`src/hdl/lec_pkg.sv`:
```
// Shared types and constants for the light episode counter.
// Used by the register block, the episode logic, the top level and the checker.
package lec_pkg;

    localparam int SAMPLE_W = 12;
    localparam int HOLD_W   = 16;
    localparam int TIME_W   = 32;
    localparam int COUNT_W  = 32;

    localparam int IN_TDATA_W  = 48;
    localparam int OUT_TDATA_W = 40;
    localparam int APB_ADDR_W  = 4;
    localparam int APB_DATA_W  = 32;

    localparam logic [SAMPLE_W-1:0] ON_THR_RESET    = 12'd1241;
    localparam logic [SAMPLE_W-1:0] OFF_THR_RESET   = 12'd620;
    localparam logic [HOLD_W-1:0]   DARK_HOLD_RESET = 16'd500;

    typedef enum logic [1:0] {
        REG_ON_THR    = 2'd0,
        REG_OFF_THR   = 2'd1,
        REG_DARK_HOLD = 2'd2
    } reg_idx_t;

    typedef enum logic {
        MODE_UPDATE = 1'b0,
        MODE_CLEAR  = 1'b1
    } mode_t;

    typedef struct packed {
        logic [SAMPLE_W-1:0] on_threshold;
        logic [SAMPLE_W-1:0] off_threshold;
        logic [HOLD_W-1:0]   dark_hold_ms;
    } cfg_t;

    typedef struct packed {
        mode_t               mode;
        logic [SAMPLE_W-1:0] sample;
        logic                edge_seen;
        logic [TIME_W-1:0]   now_ms;
    } item_t;

    typedef struct packed {
        logic               light_on;
        logic               episode_active;
        logic               new_episode;
        logic [COUNT_W-1:0] episode_total;
    } result_t;

endpackage

```
`src/hdl/lec_cfg_regs.sv`:
```
// APB configuration registers of the light episode counter.
// Depends on lec_pkg for the register map and the configuration struct.
module lec_cfg_regs
    import lec_pkg::*;
(
    input  logic                  clk,
    input  logic                  rst_n,
    input  logic                  psel,
    input  logic                  penable,
    input  logic                  pwrite,
    input  logic [APB_ADDR_W-1:0] paddr,
    input  logic [APB_DATA_W-1:0] pwdata,
    output logic [APB_DATA_W-1:0] prdata,
    output logic                  pready,
    output cfg_t                  cfg
);

    cfg_t     cfg_reg;
    cfg_t     cfg_next;
    logic     wr_en;
    reg_idx_t idx;

    assign pready = 1'b1;
    assign wr_en  = psel && penable && pwrite && pready;
    assign idx    = reg_idx_t'(paddr[3:2]);
    assign cfg    = cfg_reg;

    always_comb
    begin
        cfg_next = cfg_reg;
        if (wr_en)
        begin
            unique case (idx)
                REG_ON_THR:    cfg_next.on_threshold  = pwdata[SAMPLE_W-1:0];
                REG_OFF_THR:   cfg_next.off_threshold = pwdata[SAMPLE_W-1:0];
                REG_DARK_HOLD: cfg_next.dark_hold_ms  = pwdata[HOLD_W-1:0];
                default:       cfg_next = cfg_reg;
            endcase
        end
    end

    always_comb
    begin
        unique case (idx)
            REG_ON_THR:    prdata = {{(APB_DATA_W-SAMPLE_W){1'b0}}, cfg_reg.on_threshold};
            REG_OFF_THR:   prdata = {{(APB_DATA_W-SAMPLE_W){1'b0}}, cfg_reg.off_threshold};
            REG_DARK_HOLD: prdata = {{(APB_DATA_W-HOLD_W){1'b0}}, cfg_reg.dark_hold_ms};
            default:       prdata = '0;
        endcase
    end

    always_ff @(posedge clk or negedge rst_n)
    begin
        if (!rst_n)
        begin
            cfg_reg.on_threshold  <= ON_THR_RESET;
            cfg_reg.off_threshold <= OFF_THR_RESET;
            cfg_reg.dark_hold_ms  <= DARK_HOLD_RESET;
        end
        else
        begin
            cfg_reg <= cfg_next;
        end
    end

endmodule

```
`src/hdl/lec_episode_logic.sv`:
```
// Hysteresis comparator, dark timer, episode latch and episode count.
// Depends on lec_pkg; state advances once for each item passed in with step high.
module lec_episode_logic
    import lec_pkg::*;
(
    input  logic    clk,
    input  logic    rst_n,
    input  cfg_t    cfg,
    input  item_t   item,
    input  logic    step,
    output result_t result
);

    logic               light_reg;
    logic               light_next;
    logic               timing_reg;
    logic               timing_next;
    logic [TIME_W-1:0]  start_reg;
    logic [TIME_W-1:0]  start_next;
    logic               latch_reg;
    logic               latch_next;
    logic [COUNT_W-1:0] count_reg;
    logic [COUNT_W-1:0] count_next;
    logic               counted;
    logic               light_cmp;
    logic [TIME_W-1:0]  elapsed;

    always_comb
    begin
        light_next  = light_reg;
        timing_next = timing_reg;
        start_next  = start_reg;
        latch_next  = latch_reg;
        count_next  = count_reg;
        counted     = 1'b0;
        light_cmp   = light_reg ? (item.sample > cfg.off_threshold)
                                : (item.sample >= cfg.on_threshold);
        elapsed     = '0;
        if (item.mode == MODE_CLEAR)
        begin
            latch_next = 1'b0;
            count_next = '0;
        end
        else
        begin
            light_next = light_cmp;
            if (!light_cmp)
            begin
                timing_next = 1'b1;
                if (!timing_reg)
                begin
                    start_next = item.now_ms;
                end
                elapsed = item.now_ms - start_next;
                if (elapsed >= {{(TIME_W-HOLD_W){1'b0}}, cfg.dark_hold_ms})
                begin
                    latch_next = 1'b0;
                end
            end
            else
            begin
                timing_next = 1'b0;
                if (item.edge_seen && !latch_reg)
                begin
                    latch_next = 1'b1;
                    count_next = count_reg + COUNT_W'(1);
                    counted    = 1'b1;
                end
            end
        end
    end

    always_comb
    begin
        result.light_on       = light_next;
        result.episode_active = latch_next;
        result.new_episode    = counted;
        result.episode_total  = count_next;
    end

    always_ff @(posedge clk or negedge rst_n)
    begin
        if (!rst_n)
        begin
            light_reg  <= 1'b0;
            timing_reg <= 1'b0;
            start_reg  <= '0;
            latch_reg  <= 1'b0;
            count_reg  <= '0;
        end
        else if (step)
        begin
            light_reg  <= light_next;
            timing_reg <= timing_next;
            start_reg  <= start_next;
            latch_reg  <= latch_next;
            count_reg  <= count_next;
        end
    end

endmodule

```
`src/hdl/light_episode_counter.sv`:
```
// Light episode counter: one result for every input transfer. An item is taken into an
// input register, evaluated combinationally against the comparator, dark timer and latch
// state, and its result is held in an output register, from which the result is offered
// once the item can leave the input register.
// A new item is accepted every cycle as long as the output register is empty or being
// drained; the output register alone sets the stall point.
// The user writes configuration over APB only while no item is in flight; the block does not enforce this.
module light_episode_counter
    import lec_pkg::*;
(
    input  logic                   clk,
    input  logic                   rst_n,
    input  logic                   s_axis_tvalid,
    output logic                   s_axis_tready,
    // [11:0] sample, [12] edge_seen, [44:13] now_ms, [47:45] zero
    input  logic [IN_TDATA_W-1:0]  s_axis_tdata,
    // [0] mode
    input  logic                   s_axis_tuser,
    output logic                   m_axis_tvalid,
    input  logic                   m_axis_tready,
    // [0] light_on, [1] episode_active, [2] new_episode, [34:3] episode_total, [39:35] zero
    output logic [OUT_TDATA_W-1:0] m_axis_tdata,
    input  logic                   psel,
    input  logic                   penable,
    input  logic                   pwrite,
    input  logic [APB_ADDR_W-1:0]  paddr,
    input  logic [APB_DATA_W-1:0]  pwdata,
    output logic [APB_DATA_W-1:0]  prdata,
    output logic                   pready
);

    cfg_t    cfg;
    item_t   item_reg;
    item_t   item_next;
    logic    in_valid_reg;
    logic    in_valid_next;
    logic    out_valid_reg;
    logic    out_valid_next;
    result_t res_reg;
    result_t res_comb;
    logic    advance;
    logic    in_xfer;

    lec_cfg_regs u_cfg_regs (
        .clk     (clk),
        .rst_n   (rst_n),
        .psel    (psel),
        .penable (penable),
        .pwrite  (pwrite),
        .paddr   (paddr),
        .pwdata  (pwdata),
        .prdata  (prdata),
        .pready  (pready),
        .cfg     (cfg)
    );

    lec_episode_logic u_episode (
        .clk    (clk),
        .rst_n  (rst_n),
        .cfg    (cfg),
        .item   (item_reg),
        .step   (advance),
        .result (res_comb)
    );

    assign advance       = in_valid_reg && (!out_valid_reg || m_axis_tready);
    assign s_axis_tready = !in_valid_reg || advance;
    assign in_xfer       = s_axis_tvalid && s_axis_tready;

    always_comb
    begin
        item_next           = item_reg;
        item_next.mode      = mode_t'(s_axis_tuser);
        item_next.sample    = s_axis_tdata[11:0];
        item_next.edge_seen = s_axis_tdata[12];
        item_next.now_ms    = s_axis_tdata[44:13];
        in_valid_next       = in_xfer || (in_valid_reg && !advance);
        out_valid_next      = advance || (out_valid_reg && !m_axis_tready);
    end

    always_ff @(posedge clk or negedge rst_n)
    begin
        if (!rst_n)
        begin
            in_valid_reg  <= 1'b0;
            out_valid_reg <= 1'b0;
        end
        else
        begin
            in_valid_reg  <= in_valid_next;
            out_valid_reg <= out_valid_next;
        end
    end

    always_ff @(posedge clk)
    begin
        if (in_xfer)
        begin
            item_reg <= item_next;
        end
        if (advance)
        begin
            res_reg <= res_comb;
        end
    end

    assign m_axis_tvalid = out_valid_reg;
    assign m_axis_tdata  = {{(OUT_TDATA_W-COUNT_W-3){1'b0}}, res_reg.episode_total,
                            res_reg.new_episode, res_reg.episode_active, res_reg.light_on};

endmodule

```
`config.mk`:
```
export PLATFORM = sky130hd
export DESIGN_NAME = light_episode_counter
export DESIGN_NICKNAME = d
export VERILOG_FILES = /design/src/hdl/lec_pkg.sv /design/src/hdl/lec_cfg_regs.sv /design/src/hdl/lec_episode_logic.sv /design/src/hdl/light_episode_counter.sv
export SDC_FILE = /design/constraint.sdc
export NUM_CORES = 1
export LEC_CHECK = 0
export ABC_AREA = 1
export BUFFER_PORTS_ARGS = -buffer_cell sky130_fd_sc_hd__buf_2
export CAP_MARGIN = 20
export CORE_ASPECT_RATIO = 1.4
export CORE_MARGIN = 1.5
export CORE_UTILIZATION = 25
export CTS_CLUSTER_DIAMETER = 50
export CTS_CLUSTER_SIZE = 16
export DETAILED_ROUTE_END_ITERATION = 8
export MAX_ROUTING_LAYER = met4
export PLACE_DENSITY = 0.46
export SYNTH_ARGS = -nofsm -noshare
export SYNTH_HDL_FRONTEND = slang
export SYNTH_HIERARCHICAL = 1
export SYNTH_SLANG_ARGS = --single-unit
```
`constraint.sdc`:
```
create_clock -name clk -period 11.4 [get_ports clk]
set_input_delay 1.14 -clock clk [delete_from_list [all_inputs] [get_ports clk]]
set_output_delay 1.14 -clock clk [all_outputs]
set_load 0.03 [all_outputs]
```
# ---- Yosys cells after proc, flatten, opt, wreduce, memory -nomap -nowiden
# Index checks and enable logic that the tools add are counted.
dict set report word_totals {
  input_bits 92
  elab_cells 65
  reg_bits 190
}
dict set report op_classes {
  n_eq_ne 2
  addsub 2
  n_reduce_logical 23
  magnitude_cmp 3
  n_mux 15
  bitwise 2
}
# op count
set op_table {}
lappend op_table {{$mux 32} 6}
lappend op_table {{$pmux 16 s3} 1}
lappend op_table {{$add 32x1->32 const B} 1}
lappend op_table {{$ge 32x16->1} 1}
lappend op_table {{$sub 32x32->32} 1}
lappend op_table {{$ge 12x12->1} 1}
lappend op_table {{$gt 12x12->1} 1}
lappend op_table {{$mux 1} 8}
lappend op_table {{$reduce_and 2->1} 4}
lappend op_table {{$logic_and 1x1->1} 7}
lappend op_table {{$logic_not 1->1} 5}
lappend op_table {{$logic_or 1x1->1} 4}
lappend op_table {{$reduce_and 3->1} 1}
lappend op_table {{$eq 2x1->1 const B} 1}
lappend op_table {{$eq 2x2->1 const B} 1}
lappend op_table {{$logic_not 2->1} 1}
lappend op_table {{$not 1->1} 2}
lappend op_table {{$reduce_or 2->1} 1}

# ---- Longest topological paths before layout
# Gate-level depths: netlist of the first run.
dict set report logic_depth {
  ltp_word 9
  mapped_depth 28
}

# ---- Cells and area by module
# Netlist of the first run, hierarchy kept.
# module seq_area_each_um2 cells_per_inst area_each_um2 instances
set modules_own_cells {}
lappend modules_own_cells {lec_episode_logic 1676.6 1303 8125.3 1}
lappend modules_own_cells {light_episode_counter 2482.4 99 2568.7 1}
lappend modules_own_cells {lec_cfg_regs 1022.2 262 1980.6 1}

# ---- Worst setup path before layout of the first run
# OpenSTA, ideal clock, no wires.
dict set report synth_path {
  path_kind {in2reg}
  startpoint {in m_axis_tready}
  endpoint {reg u_episode.start_reg[17]}
  t_arrival_ps 4650
  path_buffers 1
  path_slack_ps 6626
  setup_ps 124
  stages 10
  cell_sequence {inv_2 > a21oi_1 > clkinv_1 > nor2_1 > inv_1 > nor2_8 > inv_4 > buf_4 > nand2_1 > o21ai_2}
}
dict set report synth_via {
  elab_chain_cells 3
}
# item line_no
set synth_rtl {}
lappend synth_rtl {{start: declaration} light_episode_counter.sv:20} ;# input logic m_axis_tready,
lappend synth_rtl {{$logic_or 1x1->1} light_episode_counter.sv:66} ;# assign advance = in_valid_reg && (!out_valid_reg || m_axis_tready);
lappend synth_rtl {{$logic_and 1x1->1} light_episode_counter.sv:66}
lappend synth_rtl {{net advance} light_episode_counter.sv:41} ;# logic advance;
lappend synth_rtl {{$reduce_and 3->1 (no line)} n/a}
lappend synth_rtl {{end signal: assignment} lec_episode_logic.sv:95} ;# start_reg <= start_next;
lappend synth_rtl {{end: declaration} lec_episode_logic.sv:18} ;# logic [TIME_W-1:0] start_reg;
# The timed path passes the listed nets, and every way through them passes these cells.
# A chain may end at the register's enable or synchronous reset.

==> run_results.csv, run 1 <==
group,metric,value,unit
floorplanning,coreArea,50000,sq um
clock_tree,clk_latency,0.46,ns
floorplanning,io_pins,167,
route,post-route-drc-count,0,
floorplanning,die_y,269,um
timing,maxSlewViolCount,0,
logic_synthesis,synthCells,1664,
timing,whs,0.476,ns
logic_synthesis,synth.area.top_cells,"edfxtp_1, dfrtp_1, nand2_1",
global_routing,overflow,0,
layout,drive_above_1_share,13.5,%
layout,largest_reg_flops,46,
logic_synthesis,yosysMostFrequentCell,"nand2_1",
clock_tree,numCtsBuffers,17,
place,hpwl,28.0,mm
setup_path,worstSetupPathType,"register to register",
route,wl_per_cell,15.3,um
flow_run,drv_cap,0,
timing,max_freq,227,MHz
global_routing,grt_max_degree,81,
min_path,min-delay-start,"u_cfg_regs/cfg[19]",
logic_synthesis,synth_ff_type,"dfrtp_1",
clock_tree,cts_setup_buffers,0,
logic_synthesis,syn_avg_cell_area,7.62,sq um
timing,skew,0.0180,ns
clock_tree,cts_resized,0,
floorplanning,die_x,193,um
setup_path,end_kind,"register",
layout,syn_to_final_growth,13.7,%
setup_path,crit_path_frequent_cell,"nand2_1",
timing,hold_viol_final,0,
outcome,status,"completed",
setup_path,r2r_slack,7.00,ns
setup_path,slowest_delay,0.49,ns
min_path,worstHoldPathCells,2,
place,globalplace.congestion,0.919,
clock_tree,cts_buffer_depth,2,
floorplanning,rows,97,
clock_tree,htreeDepth,4,
timing,worst-slew-pin-transition,0.956,ns
clock_tree,clk_pin_slew,0.09,ns
setup_path,cp-start-kind,"register",
timing,setup_violations,0,
logic_synthesis,async_flop_share,57.4,%
logic_synthesis,synth_commonest_cells,"nand2_1, inv_1, nor2_1",
logic_synthesis,seq_area_frac_synth,40.9,%
layout,final_nets,1930,
floorplanning,die_area,52100,sq um
timing,period_needed,4.40,ns
clock_tree,cts-hold-fix-buffers,0,
logic_synthesis,ys_types,49,
logic_synthesis,ys_seq_elements,190,
setup_path,crit_fanout,34,
timing,rsz0062_at_grt,"false",
timing,period_share,38.6,%
logic_synthesis,yosysTopAreaCellShare,19.2,%
timing,setup_tns,0,ns
clock_tree,cts-root-buf,"clkbuf_16",
power_and_ir_drop,p_leak,6.97,nW
power_and_ir_drop,ir_drop,102,uV
place,place.port_buffers,123,
route,vias,10700,
global_routing,track_usage,14.8,%
route,drt_iter0_drc,556,
setup_path,r2r_end,"u_episode/latch_reg",
global_routing,grt_pass1_vias,10900,
min_path,whs_endpoint,"u_cfg_regs/cfg[19]",
setup_path,reg2reg_from,"u_episode/timing_reg",
route,routed_wl,37.1,mm
floorplanning,start_util,25.3,%
logic_synthesis,yosysWarnings,6,
route,via_per_inst,4.40,
setup_path,rr_worst_depth,28,
global_routing,antenna_found_initial,1,
min_path,hp-class,"register to register",
setup_path,cp_data_arrival_time,4.80,ns
setup_path,worstPathRequired,11.80,ns
clock_tree,numClockSinks,190,
route,drtPass1Iterations,5,
logic_synthesis,synth_edf_count,81,
logic_synthesis,synth_largest_area_cell,"edfxtp_1",
timing,slew-limit-headroom,36.0,%
global_routing,grt_pass1_wl,59.2,mm
setup_path,critPathSlowestCell,"buf_4",
power_and_ir_drop,power_density,220,nW/um^2
logic_synthesis,synth_area,12700,sq um
route,ant_nets,0,
clock_tree,cts_tree,"yes",
routing by layer:
layer  vias to the layer above  wire length (um)  track usage (%)
met4                         0               711             4.39
met2                       175             20300             27.8
met5                         -                 0                -
li1                       5486                 -                -
met3                        31               903             1.88
met1                      4961             15200             16.2
cells in the final DEF, fill, tap and decap left out, types with 4 or more instances in the layout:
cell type,netlist,final
conb_1,3,22
a21oi_1,42,41
inv_1,191,190
ha_1,74,74
o21bai_1,8,8
nor4_1,6,6
nor2_2,5,6
mux2i_1,29,29
inv_2,5,6
o21ai_2,11,11
o21ai_1,24,24
clkinv_8,0,6
clkbuf_16,0,17
buf_4,31,8
nor2_1,120,119
edfxtp_1,81,81
nor2_4,4,4
buf_2,14,122
o21ai_0,60,60
nor3_1,26,26
dfrtp_1,92,91
xor2_1,44,44
nand2_1,602,602
inv_8,0,4
nand2_2,15,15
dfstp_2,17,17
nand4_1,39,39
nand3_1,67,67
worst max-delay path: cells and delay by family, from the launching register on:
family	cells	cell delay [ns]
AND/OR/NAND/NOR	17	1.79
buffers and inverters	5	0.98
adder cells (fa/ha/maj)	2	0.69
AO/OA/AOI/OAI	3	0.35
flip-flops	1	0.34
XOR/XNOR	1	0.16
kinds of logic (layout without fill, tap and decap cells):
| kind of cell | count (synthesis) | count (layout) | share of synthesized area [%] |
|---|---|---|---|
| AO/OA/AOI/OAI | 150 | 150 | 6.51 |
| XOR/XNOR | 45 | 45 | 3.11 |
| adder cells (fa/ha/maj) | 75 | 75 | 7.46 |
| buffers and inverters | 269 | 362 | 9.47 |
| flip-flops | 190 | 190 | 40.9 |
| multiplexers | 29 | 29 | 2.29 |
| other | 3 | 23 | 0.0888 |
| AND/OR/NAND/NOR | 903 | 903 | 30.2 |
how the worst max path moves through the flow:
| stage | startpoint | to | slack [ns] | cells after the start |
|---|---|---|---|---|
| 6_report | u_episode/timing_reg | u_episode/latch_reg | 7.00 | 28 |
| 2_1_floorplan | m_axis_tready | u_episode/start_reg[17] | 6.63 | 10 |
| 3_3_place_gp | u_episode/timing_reg | u_episode/latch_reg | 7.02 | 28 |
| 5_1_grt | u_episode/timing_reg | u_episode/latch_reg | 6.54 | 28 |
| 3_5_place_dp | u_episode/timing_reg | u_episode/latch_reg | 7.02 | 28 |
| 4_1_cts | u_episode/timing_reg | u_episode/latch_reg | 6.97 | 28 |
layout make-up:
class | instances | area (sq um)
antenna | 1 | 2.50
clock buffer | 17 | 425
clock inverter | 15 | 190
fill | 5521 | 35600
inverter | 200 | 758
multi-input combinational | 1224 | 6380
sequential | 190 | 5180
tap | 643 | 805
timing repair buffer | 130 | 671
through the flow:
step                      total power, mW  cell area [sq um]  instances  utilization, %  worst slack (ns)
final                                3.17              14400       2420            28.8              7.00
after global routing                 3.47              14400       2420            28.8              6.54
after CTS                            3.23              14400       2419            28.8              6.97
after detailed placement             2.57              13800       2387            27.6              7.02
after global placement               2.54              13800       2387            27.6              7.02
after floorplan                      2.18              12700       1683               -              6.63
power by group:
part | total, mW | internal (mW) | switching (mW)
clock network | 0.634 | 0.301 | 0.333
logic | 1.51 | 0.506 | 1.00
registers | 1.03 | 0.908 | 0.121
No activity file was read; power rests on OpenSTA's default activity.
==> inputs of run 2 (changes only) <==
Settings changed: PLACE_DENSITY 0.46 to 0.47.
Clock period 11.4 ns to 3.7 ns, I/O delays scaled along.
==> run 2 against run 1 <==
  * The flow now finishes with violations (hold timing)
  * Utilization grew 1.1 points
  * Worst setup slack got worse by 6.7 ns
  * First-iteration DRC count increased by 10%
  * Combinational power grew to 3.4 times the previous value
  * Register-to-register slack worse by 6.7 ns
  * Power rose to 3.2 times the previous value
  * Die area did not move
  * Final cell count rose by 2.3%
  * Clock skew shrank 0.00085 ns
  * Clock power increased to 2.9 times the previous value
==> run_results.csv, run 2 (synthesis gave the netlist of run 1 again) <==
group,metric,value,unit
setup_path,slowest_delay,0.43,ns
setup_path,worstSetupPathType,"register to register",
global_routing,overflow,0,
setup_path,critPathSlowestCell,"dfrtp_2",
timing,skew,0.0172,ns
floorplanning,die_x,193,um
power_and_ir_drop,ir_drop,347,uV
route,drt-met1-wl,15.2,mm
clock_tree,numCtsBuffers,17,
power_and_ir_drop,power_density,684,nW/um^2
route,ant_nets,0,
timing,maxSlewViolCount,0,
clock_tree,cts_tree,"yes",
setup_path,worstPathRequired,4.11,ns
route,vias,10900,
layout,drive_above_1_share,17.2,%
clock_tree,htreeDepth,4,
timing,worst-slew-pin-transition,0.966,ns
route,met2_length,20.2,mm
clock_tree,numClockSinks,190,
floorplanning,io_pins,167,
power_and_ir_drop,p_leak,7.24,nW
global_routing,grt_pass1_wl,59.8,mm
route,wl_per_cell,15.1,um
floorplanning,start_util,25.3,%
route,drtPass1Iterations,5,
global_routing,track_usage,15.0,%
route,routed_wl,37.4,mm
clock_tree,cts_buffer_depth,2,
outcome,status,"finished with violations",
route,drt_iter0_drc,613,
layout,largest_reg_flops,46,
place,place.port_buffers,123,
setup_path,crit_fanout,14,
setup_path,cp_data_arrival_time,3.86,ns
layout,final_cell_mix,"nand2_1, inv_1, buf_2",
route,post-route-drc-count,0,
layout,final_nets,1986,
outcome,violations,"hold timing",
timing,hold_viol_final,6,
route,highest-signal-layer,"met4",
timing,max_freq,290,MHz
layout,layout_commonest_cell,"nand2_1",
floorplanning,die_y,269,um
timing,rsz0062_at_grt,"true",
timing,period_share,93.2,%
setup_path,cp_top_family,"simple AND/OR/NAND/NOR gates",
floorplanning,rows,97,
global_routing,grt_max_degree,85,
floorplanning,die_area,52100,sq um
place,place_inst,2439,
clock_tree,cts-root-buf,"clkbuf_16",
floorplanning,coreArea,50000,sq um
setup_path,crit_path_frequent_cell,"nand2_1",
setup_path,crit_chain,"buf_12 > mux2i_2 > ha_4 > a21oi_1 > nand2_1 > a21oi_1 > nand2_2 > xor2_2 > ha_1 > a21oi_1 > o21bai_1 > a21oi_2 > nand2_1 > nor2_1 > nand2_1 > nor2_1 > nand2_1 > nor2_2 > nand2_2 > nand2_2 > nand2_1 > nand2_1",
setup_path,end_kind,"register",
layout,syn_to_final_growth,18.1,%
timing,setup_violations,0,
place,hpwl,28.9,mm
layout,stdcell_count,2475,
power_and_ir_drop,finalPower,10.2,mW
setup_path,critPathBufInv,1,
place,globalplace.congestion,0.905,
route,via_per_inst,4.39,
timing,whs,-0.0194,ns
timing,slew-limit-headroom,35.4,%
clock_tree,clk_latency,0.47,ns
global_routing,antenna_found_initial,1,
route,dr_wl_met3,859,um
setup_path,cp-start-kind,"register",
timing,period_needed,3.45,ns
min_path,hp-class,"input port to asynchronous set/reset pin",
global_routing,grt_pass1_vias,11200,
clock_tree,clk_pin_slew,0.08,ns
flow_run,drv_cap,0,
[run 2: cell types whose count changed in the layout (fill, tap and decap cells not counted), moves of 4 or more]
cell	before	now
clkinv_8	6	1
ha_1	74	69
ha_4	0	4
mux2i_1	29	25
buf_4	8	62
xor2_2	0	4
xor2_1	44	40
[run 2: power breakdown]
group	total (mW)	internal [mW]	switching (mW)
clock	1.87	0.956	0.912
sequential	3.20	2.80	0.398
combinational	5.16	1.95	3.21
[run 2: what timing repair did]
item / in CTS / in global routing
resized for setup: 0 / 28
setup endpoints to repair: 0 / 2
buffers inserted: 0 / 4
hold buffers: 0 / 0
[run 2: layout make-up]
| cell class | count | area, sq um |
|---|---|---|
| diodes | 1 | 2.50 |
| repair buffers | 186 | 1120 |
| inverters | 200 | 758 |
| multi-input cells | 1224 | 6520 |
| clock buffers | 20 | 479 |
| clock inverters | 11 | 98.8 |
| well taps | 643 | 805 |
| fillers | 5459 | 35000 |
| flip-flops and latches | 190 | 5180 |
[run 2: worst paths after layout]
check | start | endpoint | slack [ns] | cells after the start
max | u_episode/timing_reg | u_episode/latch_reg | 0.25 | 22
min | rst_n | u_episode/count_reg[30] | -0.02 | 1
max reg2reg | u_episode/timing_reg | u_episode/latch_reg | 0.25 | 22
min reg2reg | u_cfg_regs/cfg[4] | u_cfg_regs/cfg[4] | 0.47 | 2
max in group asynchronous | rst_n | u_episode/count_reg[16] | 2.81 | 2
min in group clk | s_axis_tdata[6] | item_reg[39] | 0.07 | 1
[run 2: routing by layer]
metal	GRT usage, %	vias up
li1	-	5590
met1	16.1	5049
met4	6.41	0
met5	-	-
met3	1.59	49
met2	27.9	182
[run 2: stage by stage]
step                hold WS, ns  utilization [%]  setup slack [ns]  setup TNS, ns  area, sq um
detailed placement        0.463             28.4            0.0588              0        14200
global placement          0.457             28.4            0.0498              0        14200
floorplan                0.0744                -            0.0717              0        12700
CTS                      0.0228             29.6            0.0251              0        14800
global route             0.0489             29.9           -0.0894        -0.0894        15000
finish                  -0.0194             29.9             0.253              0        15000
